File: src/hdl/cpq_pkg.sv
`default_nettype none

package cpq_pkg;

   // strip geometry
   localparam int SLOTS   = 32;
   localparam int STRIP_W = 2 * SLOTS;

   // counter width and saturation value
   localparam int          CNT_W = 16;
   localparam logic [15:0] SAT16 = 16'hFFFF;

   // configuration port
   localparam int CSR_IDX_W = 2;

   typedef enum logic [CSR_IDX_W-1:0] {
      CSR_MIN_PULSE = 2'd0,
      CSR_WARN      = 2'd1,
      CSR_HOLDOFF   = 2'd2,
      CSR_SLOT      = 2'd3
   } csr_index_type;

   // reset values of the configuration registers
   localparam logic [15:0] MIN_PULSE_RST = 16'd2;
   localparam logic [15:0] WARN_RST      = 16'd20;
   localparam logic [15:0] HOLDOFF_RST   = 16'd10;
   localparam logic [15:0] SLOT_RST      = 16'd100;

   // tier codes
   localparam logic [1:0] TIER_NONE = 2'd0;
   localparam logic [1:0] TIER_INFO = 2'd1;
   localparam logic [1:0] TIER_WARN = 2'd2;

   typedef struct packed {
      logic [CNT_W-1:0] min_pulse_ticks;
      logic [CNT_W-1:0] warn_ticks;
      logic [CNT_W-1:0] holdoff_ticks;
      logic [CNT_W-1:0] slot_len;
   } cfg_type;

   typedef struct packed {
      logic               raw_level;
      logic [CNT_W-1:0]   edge_total;
      logic               present;
      logic [1:0]         level_now;
      logic [CNT_W-1:0]   detect_total;
      logic               event_valid;
      logic [CNT_W-1:0]   event_length;
      logic [1:0]         event_level;
      logic [STRIP_W-1:0] strip;
   } rsp_type;

   // saturating increment of a 16-bit tick count
   function automatic logic [CNT_W-1:0] sat_inc(input logic [CNT_W-1:0] v);
      return (v == SAT16) ? v : v + 16'd1;
   endfunction

endpackage

`default_nettype wire

File: src/hdl/carrier_presence_qualifier.sv
// output: a result word is on the rsp_ outputs in the cycle after its sample is accepted
// throughput: one sample per cycle; req_ready drops only while the output register
//    holds a word that rsp_ready is not taking
// reset: synchronous, active high; clears all tracking state, counters and the strip,
//    empties the output register and loads the configuration defaults
`default_nettype none

module carrier_presence_qualifier
   import cpq_pkg::*;
(
   input  wire logic                 clock,
   input  wire logic                 reset,

   input  wire logic                 req_valid,
   output logic                      req_ready,
   input  wire logic                 req_field_raw,

   output logic                      rsp_valid,
   input  wire logic                 rsp_ready,
   output logic                      rsp_raw_level,
   output logic [CNT_W-1:0]          rsp_edge_total,
   output logic                      rsp_present,
   output logic [1:0]                rsp_level_now,
   output logic [CNT_W-1:0]          rsp_detect_total,
   output logic                      rsp_event_valid,
   output logic [CNT_W-1:0]          rsp_event_length,
   output logic [1:0]                rsp_event_level,
   output logic [STRIP_W-1:0]        rsp_strip,

   input  wire logic                 csr_valid,
   output logic                      csr_ready,
   input  wire logic [CSR_IDX_W-1:0] csr_index,
   input  wire logic [CNT_W-1:0]     csr_wdata
);

   cfg_type cfg_ff;
   rsp_type rsp_ff;
   rsp_type core_rsp;
   logic    rsp_valid_ff;
   logic    req_fire;

   // handshakes
   assign req_ready = !rsp_valid_ff || rsp_ready;
   assign req_fire  = req_valid && req_ready;
   assign csr_ready = 1'b1;

   // configuration registers
   always_ff @(posedge clock) begin
      if (reset) begin
         cfg_ff.min_pulse_ticks <= MIN_PULSE_RST;
         cfg_ff.warn_ticks      <= WARN_RST;
         cfg_ff.holdoff_ticks   <= HOLDOFF_RST;
         cfg_ff.slot_len        <= SLOT_RST;
      end else if (csr_valid) begin
         case (csr_index_type'(csr_index))
            CSR_MIN_PULSE: cfg_ff.min_pulse_ticks <= csr_wdata;
            CSR_WARN:      cfg_ff.warn_ticks      <= csr_wdata;
            CSR_HOLDOFF:   cfg_ff.holdoff_ticks   <= csr_wdata;
            CSR_SLOT:      cfg_ff.slot_len        <= csr_wdata;
            default: ;
         endcase
      end
   end

   cpq_core u_core (
      .clock     (clock),
      .reset     (reset),
      .fire      (req_fire),
      .field_raw (req_field_raw),
      .cfg       (cfg_ff),
      .result    (core_rsp)
   );

   // output register
   always_ff @(posedge clock) begin
      if (reset) begin
         rsp_valid_ff <= 1'b0;
      end else if (req_fire) begin
         rsp_valid_ff <= 1'b1;
      end else if (rsp_ready) begin
         rsp_valid_ff <= 1'b0;
      end
   end

   always_ff @(posedge clock) begin
      if (req_fire) begin
         rsp_ff <= core_rsp;
      end
   end

   assign rsp_valid        = rsp_valid_ff;
   assign rsp_raw_level    = rsp_ff.raw_level;
   assign rsp_edge_total   = rsp_ff.edge_total;
   assign rsp_present      = rsp_ff.present;
   assign rsp_level_now    = rsp_ff.level_now;
   assign rsp_detect_total = rsp_ff.detect_total;
   assign rsp_event_valid  = rsp_ff.event_valid;
   assign rsp_event_length = rsp_ff.event_length;
   assign rsp_event_level  = rsp_ff.event_level;
   assign rsp_strip        = rsp_ff.strip;

   // an accepted sample always shows up as a word
   assert property (@(posedge clock) disable iff (reset)
      req_fire |=> rsp_valid_ff)
      else $error("accepted sample produced no word");
   // an ending detection reports a tier and is no longer present
   assert property (@(posedge clock) disable iff (reset)
      (rsp_valid_ff && rsp_ff.event_valid) |->
         (!rsp_ff.present && (rsp_ff.event_level == TIER_INFO ||
                              rsp_ff.event_level == TIER_WARN)))
      else $error("bad event word");
   // present and tier agree in every word
   assert property (@(posedge clock) disable iff (reset)
      rsp_valid_ff |-> (rsp_ff.present == (rsp_ff.level_now != TIER_NONE)))
      else $error("present and tier disagree");

endmodule

`default_nettype wire

File: src/hdl/cpq_core.sv
`default_nettype none

module cpq_core
   import cpq_pkg::*;
(
   input  wire logic    clock,
   input  wire logic    reset,
   input  wire logic    fire,
   input  wire logic    field_raw,
   input  wire cfg_type cfg,
   output rsp_type      result
);

   logic               prev_ff, prev_in;
   logic [CNT_W-1:0]   run_ff, run_in;
   logic               latched_ff, latched_in;
   logic [1:0]         tier_ff, tier_in;
   logic [CNT_W-1:0]   since_latch_ff, since_latch_in;
   logic [CNT_W-1:0]   since_high_ff, since_high_in;
   logic [CNT_W-1:0]   len_high_ff, len_high_in;
   logic [CNT_W-1:0]   edges_ff, edges_in;
   logic [CNT_W-1:0]   detect_ff, detect_in;
   logic [CNT_W-1:0]   slot_timer_ff, slot_timer_in;
   logic [STRIP_W-1:0] hist_ff, hist_in;

   logic [CNT_W-1:0]   timer_inc;
   logic [1:0]         mark_val;
   logic               ev_valid;
   logic [CNT_W-1:0]   ev_length;
   logic [1:0]         ev_level;

   // next state for one sample
   always_comb begin
      prev_in        = prev_ff;
      run_in         = run_ff;
      latched_in     = latched_ff;
      tier_in        = tier_ff;
      since_latch_in = since_latch_ff;
      len_high_in    = len_high_ff;
      edges_in       = edges_ff;
      detect_in      = detect_ff;
      slot_timer_in  = slot_timer_ff;
      hist_in        = hist_ff;
      timer_inc      = slot_timer_ff + 16'd1;
      mark_val       = TIER_NONE;
      ev_valid       = 1'b0;
      ev_length      = '0;
      ev_level       = TIER_NONE;

      // strip scroll at slot boundary, zero slot length holds the strip
      if (cfg.slot_len != '0) begin
         if (timer_inc >= cfg.slot_len) begin
            hist_in       = hist_ff >> 2;
            slot_timer_in = '0;
         end else begin
            slot_timer_in = timer_inc;
         end
      end

      // edge and run tracking
      if (field_raw != prev_ff) begin
         prev_in  = field_raw;
         edges_in = edges_ff + 16'd1;
         run_in   = '0;
      end else begin
         run_in = sat_inc(run_ff);
      end
      since_high_in = field_raw ? '0 : sat_inc(since_high_ff);

      // latch, or promote and release
      if (!latched_ff) begin
         if (field_raw && (run_in >= cfg.min_pulse_ticks)) begin
            latched_in     = 1'b1;
            since_latch_in = '0;
            len_high_in    = '0;
            tier_in        = TIER_INFO;
            detect_in      = detect_ff + 16'd1;
            mark_val       = TIER_INFO;
         end
      end else begin
         since_latch_in = sat_inc(since_latch_ff);
         if (field_raw) begin
            len_high_in = since_latch_in;
         end
         if ((tier_ff == TIER_INFO) && (since_latch_in >= cfg.warn_ticks)) begin
            tier_in  = TIER_WARN;
            mark_val = TIER_WARN;
         end
         if (!field_raw && (since_high_in >= cfg.holdoff_ticks)) begin
            latched_in = 1'b0;
            ev_valid   = 1'b1;
            ev_length  = len_high_ff;
            ev_level   = tier_in;
            tier_in    = TIER_NONE;
         end
      end

      // mark the newest slot with the highest tier
      if (mark_val > hist_in[STRIP_W-1 -: 2]) begin
         hist_in[STRIP_W-1 -: 2] = mark_val;
      end
   end

   // result word for this sample
   always_comb begin
      result.raw_level    = prev_in;
      result.edge_total   = edges_in;
      result.present      = latched_in;
      result.level_now    = tier_in;
      result.detect_total = detect_in;
      result.event_valid  = ev_valid;
      result.event_length = ev_length;
      result.event_level  = ev_level;
      result.strip        = hist_in;
   end

   // state registers
   always_ff @(posedge clock) begin
      if (reset) begin
         prev_ff        <= 1'b0;
         run_ff         <= '0;
         latched_ff     <= 1'b0;
         tier_ff        <= TIER_NONE;
         since_latch_ff <= '0;
         since_high_ff  <= '0;
         len_high_ff    <= '0;
         edges_ff       <= '0;
         detect_ff      <= '0;
         slot_timer_ff  <= '0;
         hist_ff        <= '0;
      end else if (fire) begin
         prev_ff        <= prev_in;
         run_ff         <= run_in;
         latched_ff     <= latched_in;
         tier_ff        <= tier_in;
         since_latch_ff <= since_latch_in;
         since_high_ff  <= since_high_in;
         len_high_ff    <= len_high_in;
         edges_ff       <= edges_in;
         detect_ff      <= detect_in;
         slot_timer_ff  <= slot_timer_in;
         hist_ff        <= hist_in;
      end
   end

   // a latched detection always carries a tier, a released one none
   assert property (@(posedge clock) disable iff (reset)
      latched_ff |-> (tier_ff == TIER_INFO || tier_ff == TIER_WARN))
      else $error("latched detection without tier");
   assert property (@(posedge clock) disable iff (reset)
      !latched_ff |-> (tier_ff == TIER_NONE))
      else $error("tier set while released");
   assert property (@(posedge clock) disable iff (reset)
      (fire && ev_valid) |=> !latched_ff)
      else $error("event without release");

endmodule

`default_nettype wire

File: config.mk
export PLATFORM = sky130hd
export DESIGN_NAME = carrier_presence_qualifier
export DESIGN_NICKNAME = d
export VERILOG_FILES = /design/src/hdl/cpq_pkg.sv /design/src/hdl/carrier_presence_qualifier.sv /design/src/hdl/cpq_core.sv
export SDC_FILE = /design/constraint.sdc
export NUM_CORES = 1
export LEC_CHECK = 0
export BUFFER_PORTS_ARGS = -buffer_cell sky130_fd_sc_hd__buf_4
export CORE_MARGIN = 4
export CORE_UTILIZATION = 45
export DETAILED_ROUTE_END_ITERATION = 6
export MAX_ROUTING_LAYER = met4
export PLACE_DENSITY = 0.6
export SYNTH_ARGS = -nofsm -noshare
export SYNTH_HDL_FRONTEND = slang
export SYNTH_SLANG_ARGS = --single-unit
File: constraint.sdc
create_clock -name clock -period 11.55 [get_ports clock]
set_input_delay 2.31 -clock clock [delete_from_list [all_inputs] [get_ports clock]]
set_output_delay 2.31 -clock clock [all_outputs]
set_load 0.05 [all_outputs]
Word-level counts from Yosys, hierarchy flattened:

Cells that the tools add are included.

* memories kept: 0
* input port bits: 24
* memory bits (writable): 0
* output and inout port bits: 122
* register bits: 364
* ROM bits: 0
* bits in latches: 0

* shift operators: 0
* mux-type cells: 30
* magnitude comparators: 5
* div/mod/pow operators: 0
* eq/ne operators: 9
* add/subtract/negate cells: 6
* multipliers: 0
* reduce and logical (&&, ||, !) cells: 19
* bitwise logic cells: 0

Operator list (count)
* two-way mux 16 bit: 13
* two-way mux 64 bit: 2
* adder 16 x 1 -> 16 bit, second input constant: 6
* >= comparator 16 bit: 4
* equality test 16 bit, second input constant: 3
* nonzero test 16 bit: 1
* two-way mux 2 bit: 7
* AND reduction 2 bit: 7
* two-way mux 1 bit: 8
* equality test 2 x 1 -> 1 bit, second input constant: 2
* equality test 2 bit, second input constant: 2
* logical AND 1 bit: 4
* nonzero test 2 bit: 2
* AND reduction 3 bit: 1
* greater-than comparator 2 bit: 1
* zero test 1 bit: 2
* zero test 2 bit: 1
* != test 2 bit, second input constant: 1
* logical OR 1 bit: 1
* != test 1 bit: 1

Depth between registers and ports, before layout:

* depth after elaboration: 9
* depth in mapped cells: 20
* mapped depth without buffers: 19

Modules after synthesis:

From an unflattened synthesis, not the netlist that was laid out.

* cells, all modules: 1788
* area total of the unflattened synthesis: 17918.4 um^2

By module, submodules not included
* cpq_core: seq. area each 3603.5 um^2, times used 1, cells an instance 1422, area each 11706.2 um^2
* carrier_presence_qualifier: seq. area each 4874.7 um^2, times used 1, cells an instance 366, area each 6212.2 um^2

Least setup slack after synthesis:

Ideal clock, no wire load.

* path kind: input port to flip-flop
* start point: input port rsp_ready
* end point: register u_core.hist_ff[63]
* data arrival time: 7.432 ns
* buffers on the path: 3
* setup time: 0.314 ns
* cell stages on the path: 7
* setup slack: 3.804 ns
* path through: nand2b_1 nand2_1 inv_1 clkbuf_1 clkbuf_1 clkbuf_1 a211oi_1

* cells in the longest elaborated chain, start to end: 2

Ends and longest elaborated chain
* from (decl): line carrier_presence_qualifier.sv:19 `input wire logic rsp_ready,`
* logical OR 1 bit: line carrier_presence_qualifier.sv:43 `assign req_ready = !rsp_valid_ff || rsp_ready;`
* logical AND 1 bit: line carrier_presence_qualifier.sv:44 `assign req_fire = req_valid && req_ready;`
* net req_fire: line carrier_presence_qualifier.sv:40 `logic req_fire;`
* to (signal assigned): line cpq_core.sv:142 `hist_ff <= hist_in;`
* to (decl): line cpq_core.sv:24 `logic [STRIP_W-1:0] hist_ff, hist_in;`

The timed path passes the listed nets, and every way through them passes these cells.
A chain may end at the register's enable or synchronous reset.

Worst setup path in the final report:

* start point: input port req_field_raw
* end point: register u_core.hist_ff[62]

* cells in the longest elaborated chain, start to end: 8

Ends and longest elaborated chain
* from (decl): line carrier_presence_qualifier.sv:16 `input wire logic req_field_raw,`
* != test 1 bit *: line cpq_core.sv:61 `if (field_raw != prev_ff) begin`
* two-way mux 16 bit *: line cpq_core.sv:61
* net u_core.run_in[9]: line cpq_core.sv:15 `logic [CNT_W-1:0] run_ff, run_in;`
* >= comparator 16 bit *: line cpq_core.sv:72 `if (field_raw && (run_in >= cfg.min_pulse_ticks)) begin`
* logical AND 1 bit *: line cpq_core.sv:72
* two-way mux 1 bit *: line cpq_core.sv:72
* two-way mux 2 bit *: line cpq_core.sv:71 `if (!latched_ff) begin`
* greater-than comparator 2 bit: line cpq_core.sv:99 `if (mark_val > hist_in[STRIP_W-1 -: 2]) begin`
* two-way mux 2 bit *: line cpq_core.sv:99

The timed path passes the listed nets; every way through them passes the cells marked *.

==> impl_metrics.toml <==
[synth]
ys_async_sr_fraction_pct = 0
synth_edf_count = 119
synth_area_mm2 = 0.0176
ys_seq_area_share_pct = 48.3
synth_cell_types = 76
syn-instance-count = 1816
ys_ff_latch = 364
syn_nets = 1915
synth_flop_cell = "dfxtp_1"
yosysWarnings = 0
yosys.area.top_type = "dfxtp_1"
synth_area_per_cell_um2 = 9.67
synthTopCellsByArea = "dfxtp_1 (28%), edfxtp_1 (20%), nand2_1 (5.7%), ha_1 (5.3%), mux2_2 (4.4%)"
synth.top_cell.area_share_pct = 27.9

[setup_path]
crit-reg2reg-capture = "u_core.hist_ff[62]"
cp_data_required_time_ps = 11980
r2r-start = "u_core.run_ff[0]"
worst-setup-path-type = "input pin to flop"
end_kind = "flop"
path_max_fanout = 41
cp-start-kind = "input pin"
crit_arrival_ps = 6840
r2r_slack_ps = 6370
rr_worst_depth = 19

[pwr]
powerDensity_mw_per_mm2 = 142
leakagePower_uw = 0.00821
ir_drop_uv = 109

[sta]
timing_hold_violations_final = 0
drv_slew = 0
skew_ps = 16.8
max_freq_mhz = 156
tightestPinTransition_ps = 1140
fin_ws_ps = 5140
relSlewSlack_pct = 23.8
finalCritPeriodShare_pct = 55.5
finalCriticalPeriod_ps = 6410
tns_ps = 0
setup_viol = 0
rsz0062_at_grt = "no"

[min_path]
whs_endpoint = "cfg_ff[58]"
hold_class = "flop to flop"
min_from = "cfg_ff[58]"
hold_depth = 2

[clocking]
cts_tree = "built"
ctsResizeCount = 0
cts_max_level = 2
hold_buffers = 0
clock_path_buffers = 3
root_buffer = "clkbuf_16"
clk_transition_reported_paths_ps = 60
clk-insertion-delay-late_ps = 570
cts_setup_buffers = 0
cts_sinks = 364
cts_buffers = 40

[detailed_routing]
routedWlPerCell_um = 17.7
ant_nets = 0
first_iter_violations = 952
drc_errors = 0
vias = 13617
drt-pass1-iter-count = 5
viasPerCell = 5.52
finalWirelength_mm = 43.7

[finish]
final_net_count = 2017
drive_gt1_share_pct = 15.7
antenna_cells = 0
design_area_mm2 = 0.0203
syn_to_final_growth_pct = 15.5
nFillCells = 3482
register_area_mm2 = 0.00848
multi_input_area_mm2 = 0.00835

[floorplanning]
chipWidth_um = 206
die_h_um = 206
core_area_mm2 = 0.0386
io_pins = 146
num_rows = 72
die-area_mm2 = 0.0423
initial_utilization_pct = 45.4

[global_route]
overflow = 0
grt_pass1_vias = 12844
grt_start_max_net_pins = 90
antenna_found_initial = 0
grt.total_usage_pct = 21.0
grt_pass1_wl_mm = 69.9

[place]
placedInstanceArea_mm2 = 0.0190
dp_slack_ps = 4560
dp_hpwl_mm = 29.6
portBuffers = 144
place_congestion = 0.870

[job]
cap_violations = 0

[run_status]
outcome = "complete, no violations"
[flip-flops by register name (all words and copies together) (netlist names), 2 cells and up]
| signal | flops |
|---|---|
| cfg_ff | 64 |
| rsp_detect_total | 16 |
| rsp_edge_total | 16 |
| rsp_event_length | 16 |
| rsp_event_level | 2 |
| rsp_level_now | 2 |
| rsp_strip | 64 |
| u_core.detect_ff | 16 |
| u_core.edges_ff | 16 |
| u_core.hist_ff | 64 |
| u_core.len_high_ff | 16 |
| u_core.run_ff | 16 |
| u_core.since_high_ff | 16 |
| u_core.since_latch_ff | 16 |
| u_core.slot_timer_ff | 16 |
| u_core.tier_ff | 2 |
[worst max-delay path: stages]
cell and delay (ps):
buf_4 380, ha_1 640, clkinv_1 640, nor2_1 260, ha_1 170, a21oi_1 60, o21ai_0 510, o21ai_0 260
o21ai_1 170, buf_4 240, nand2_1 200, ha_1 340, inv_1 40, o22ai_1 290, nor3_1 100, nand3_1 130
o21ai_0 80
[per-stage QoR]
| stage | hold slack, ps | power, uW | instances | util, % |
|---|---|---|---|---|
| after floorplan | 425 | 1570 | 1816 | - |
| after global placement | 443 | 1650 | 2394 | 49.2 |
| after detailed placement | 443 | 1650 | 2394 | 49.2 |
| after CTS | 455 | 2910 | 2468 | 52.5 |
| after global routing | 470 | 2980 | 2468 | 52.5 |
| final | 454 | 2870 | 2468 | 52.5 |
[layout by cell type, fill, tap and decap left out, types with 5 or more instances in the layout]
| cell type | count |
|---|---|
| clkinv_2 | 5 |
| nand3_1 | 51 |
| o41ai_1 | 10 |
| or4_1 | 11 |
| nand2b_1 | 7 |
| edfxtp_1 | 119 |
| xnor2_1 | 51 |
| and3_1 | 38 |
| o21a_1 | 6 |
| and4_1 | 6 |
| o31ai_1 | 5 |
| nor2b_1 | 15 |
| a21o_1 | 12 |
| o21ai_0 | 48 |
| and2_1 | 10 |
| nor4_1 | 10 |
| buf_4 | 158 |
| a22o_1 | 15 |
| or3_1 | 14 |
| clkbuf_16 | 41 |
| clkinv_1 | 6 |
| xor2_1 | 36 |
| dfxtp_1 | 245 |
| o211ai_1 | 13 |
| a22oi_1 | 5 |
| a211oi_1 | 9 |
| clkbuf_1 | 16 |
| mux2i_1 | 70 |
| a32o_1 | 7 |
| nor3_1 | 30 |
| nand2_1 | 265 |
| o2bb2ai_1 | 14 |
| mux2_2 | 69 |
| inv_1 | 88 |
| or2_2 | 6 |
| nor2_1 | 102 |
| a21oi_1 | 134 |
| nand4_1 | 45 |
| a31oi_1 | 12 |
| ha_1 | 75 |
[cells in the mapped netlist, types with 30 or more instances]
cell,number
nand2_1,266
dfxtp_1,245
nand4_1,45
ha_1,75
o21ai_0,48
xor2_1,36
clkbuf_1,72
nor3_1,30
a21oi_1,134
edfxtp_1,119
xnor2_1,51
mux2i_1,70
and3_1,38
inv_1,89
nand3_1,51
nor2_1,102
mux2_2,69
[report_power, final]
part	leakage [uW]	internal, uW	switching (uW)
registers	0.00316	1350	16.1
logic	0.00442	65.2	191
clock network	0.000622	725	524
[cell type report]
cell class	count	share of cell area (%)
Sequential cell	364	41.8
Multi-Input combinational cell	1262	41.1
Timing Repair Buffer	158	5.85
Clock buffer	60	5.56
Tap cell	518	3.19
Inverter	92	1.73
Clock inverter	14	0.765
[routing by layer]
| layer | vias to the layer above | share of wire (%) | GRT usage [%] |
|---|---|---|---|
| met5 | - | 0 | - |
| met4 | 0 | 2.1 | 5.62 |
| met3 | 67 | 4.8 | 3.28 |
| met2 | 318 | 45 | 31.4 |
| met1 | 6532 | 48 | 29.9 |
| li1 | 6700 | - | - |
[kinds of logic after synthesis]
logic type	synth area share (%)
flops	48.3
fa+ha+maj	5.34
simple gates	17.0
other cells	0.0214
buf+inv	4.35
compound gates	12.1
mux	8.61
xor+xnor	4.34
[how the worst max path moves through the flow]
| stage | start | endpoint | slack (ps) | cells past startpoint |
|---|---|---|---|---|
| after CTS | req_field_raw | u_core.hist_ff[62] | 5170 | 16 |
| after global routing | req_field_raw | u_core.hist_ff[62] | 4710 | 17 |
| final | req_field_raw | u_core.hist_ff[62] | 5140 | 17 |
| after detailed placement | req_field_raw | u_core.hist_ff[62] | 4560 | 16 |
| after global placement | req_field_raw | rsp_strip[62] | 4710 | 16 |
| after floorplan | rsp_ready | u_core.hist_ff[63] | 3800 | 7 |
Power figures use the tool's default switching activity.
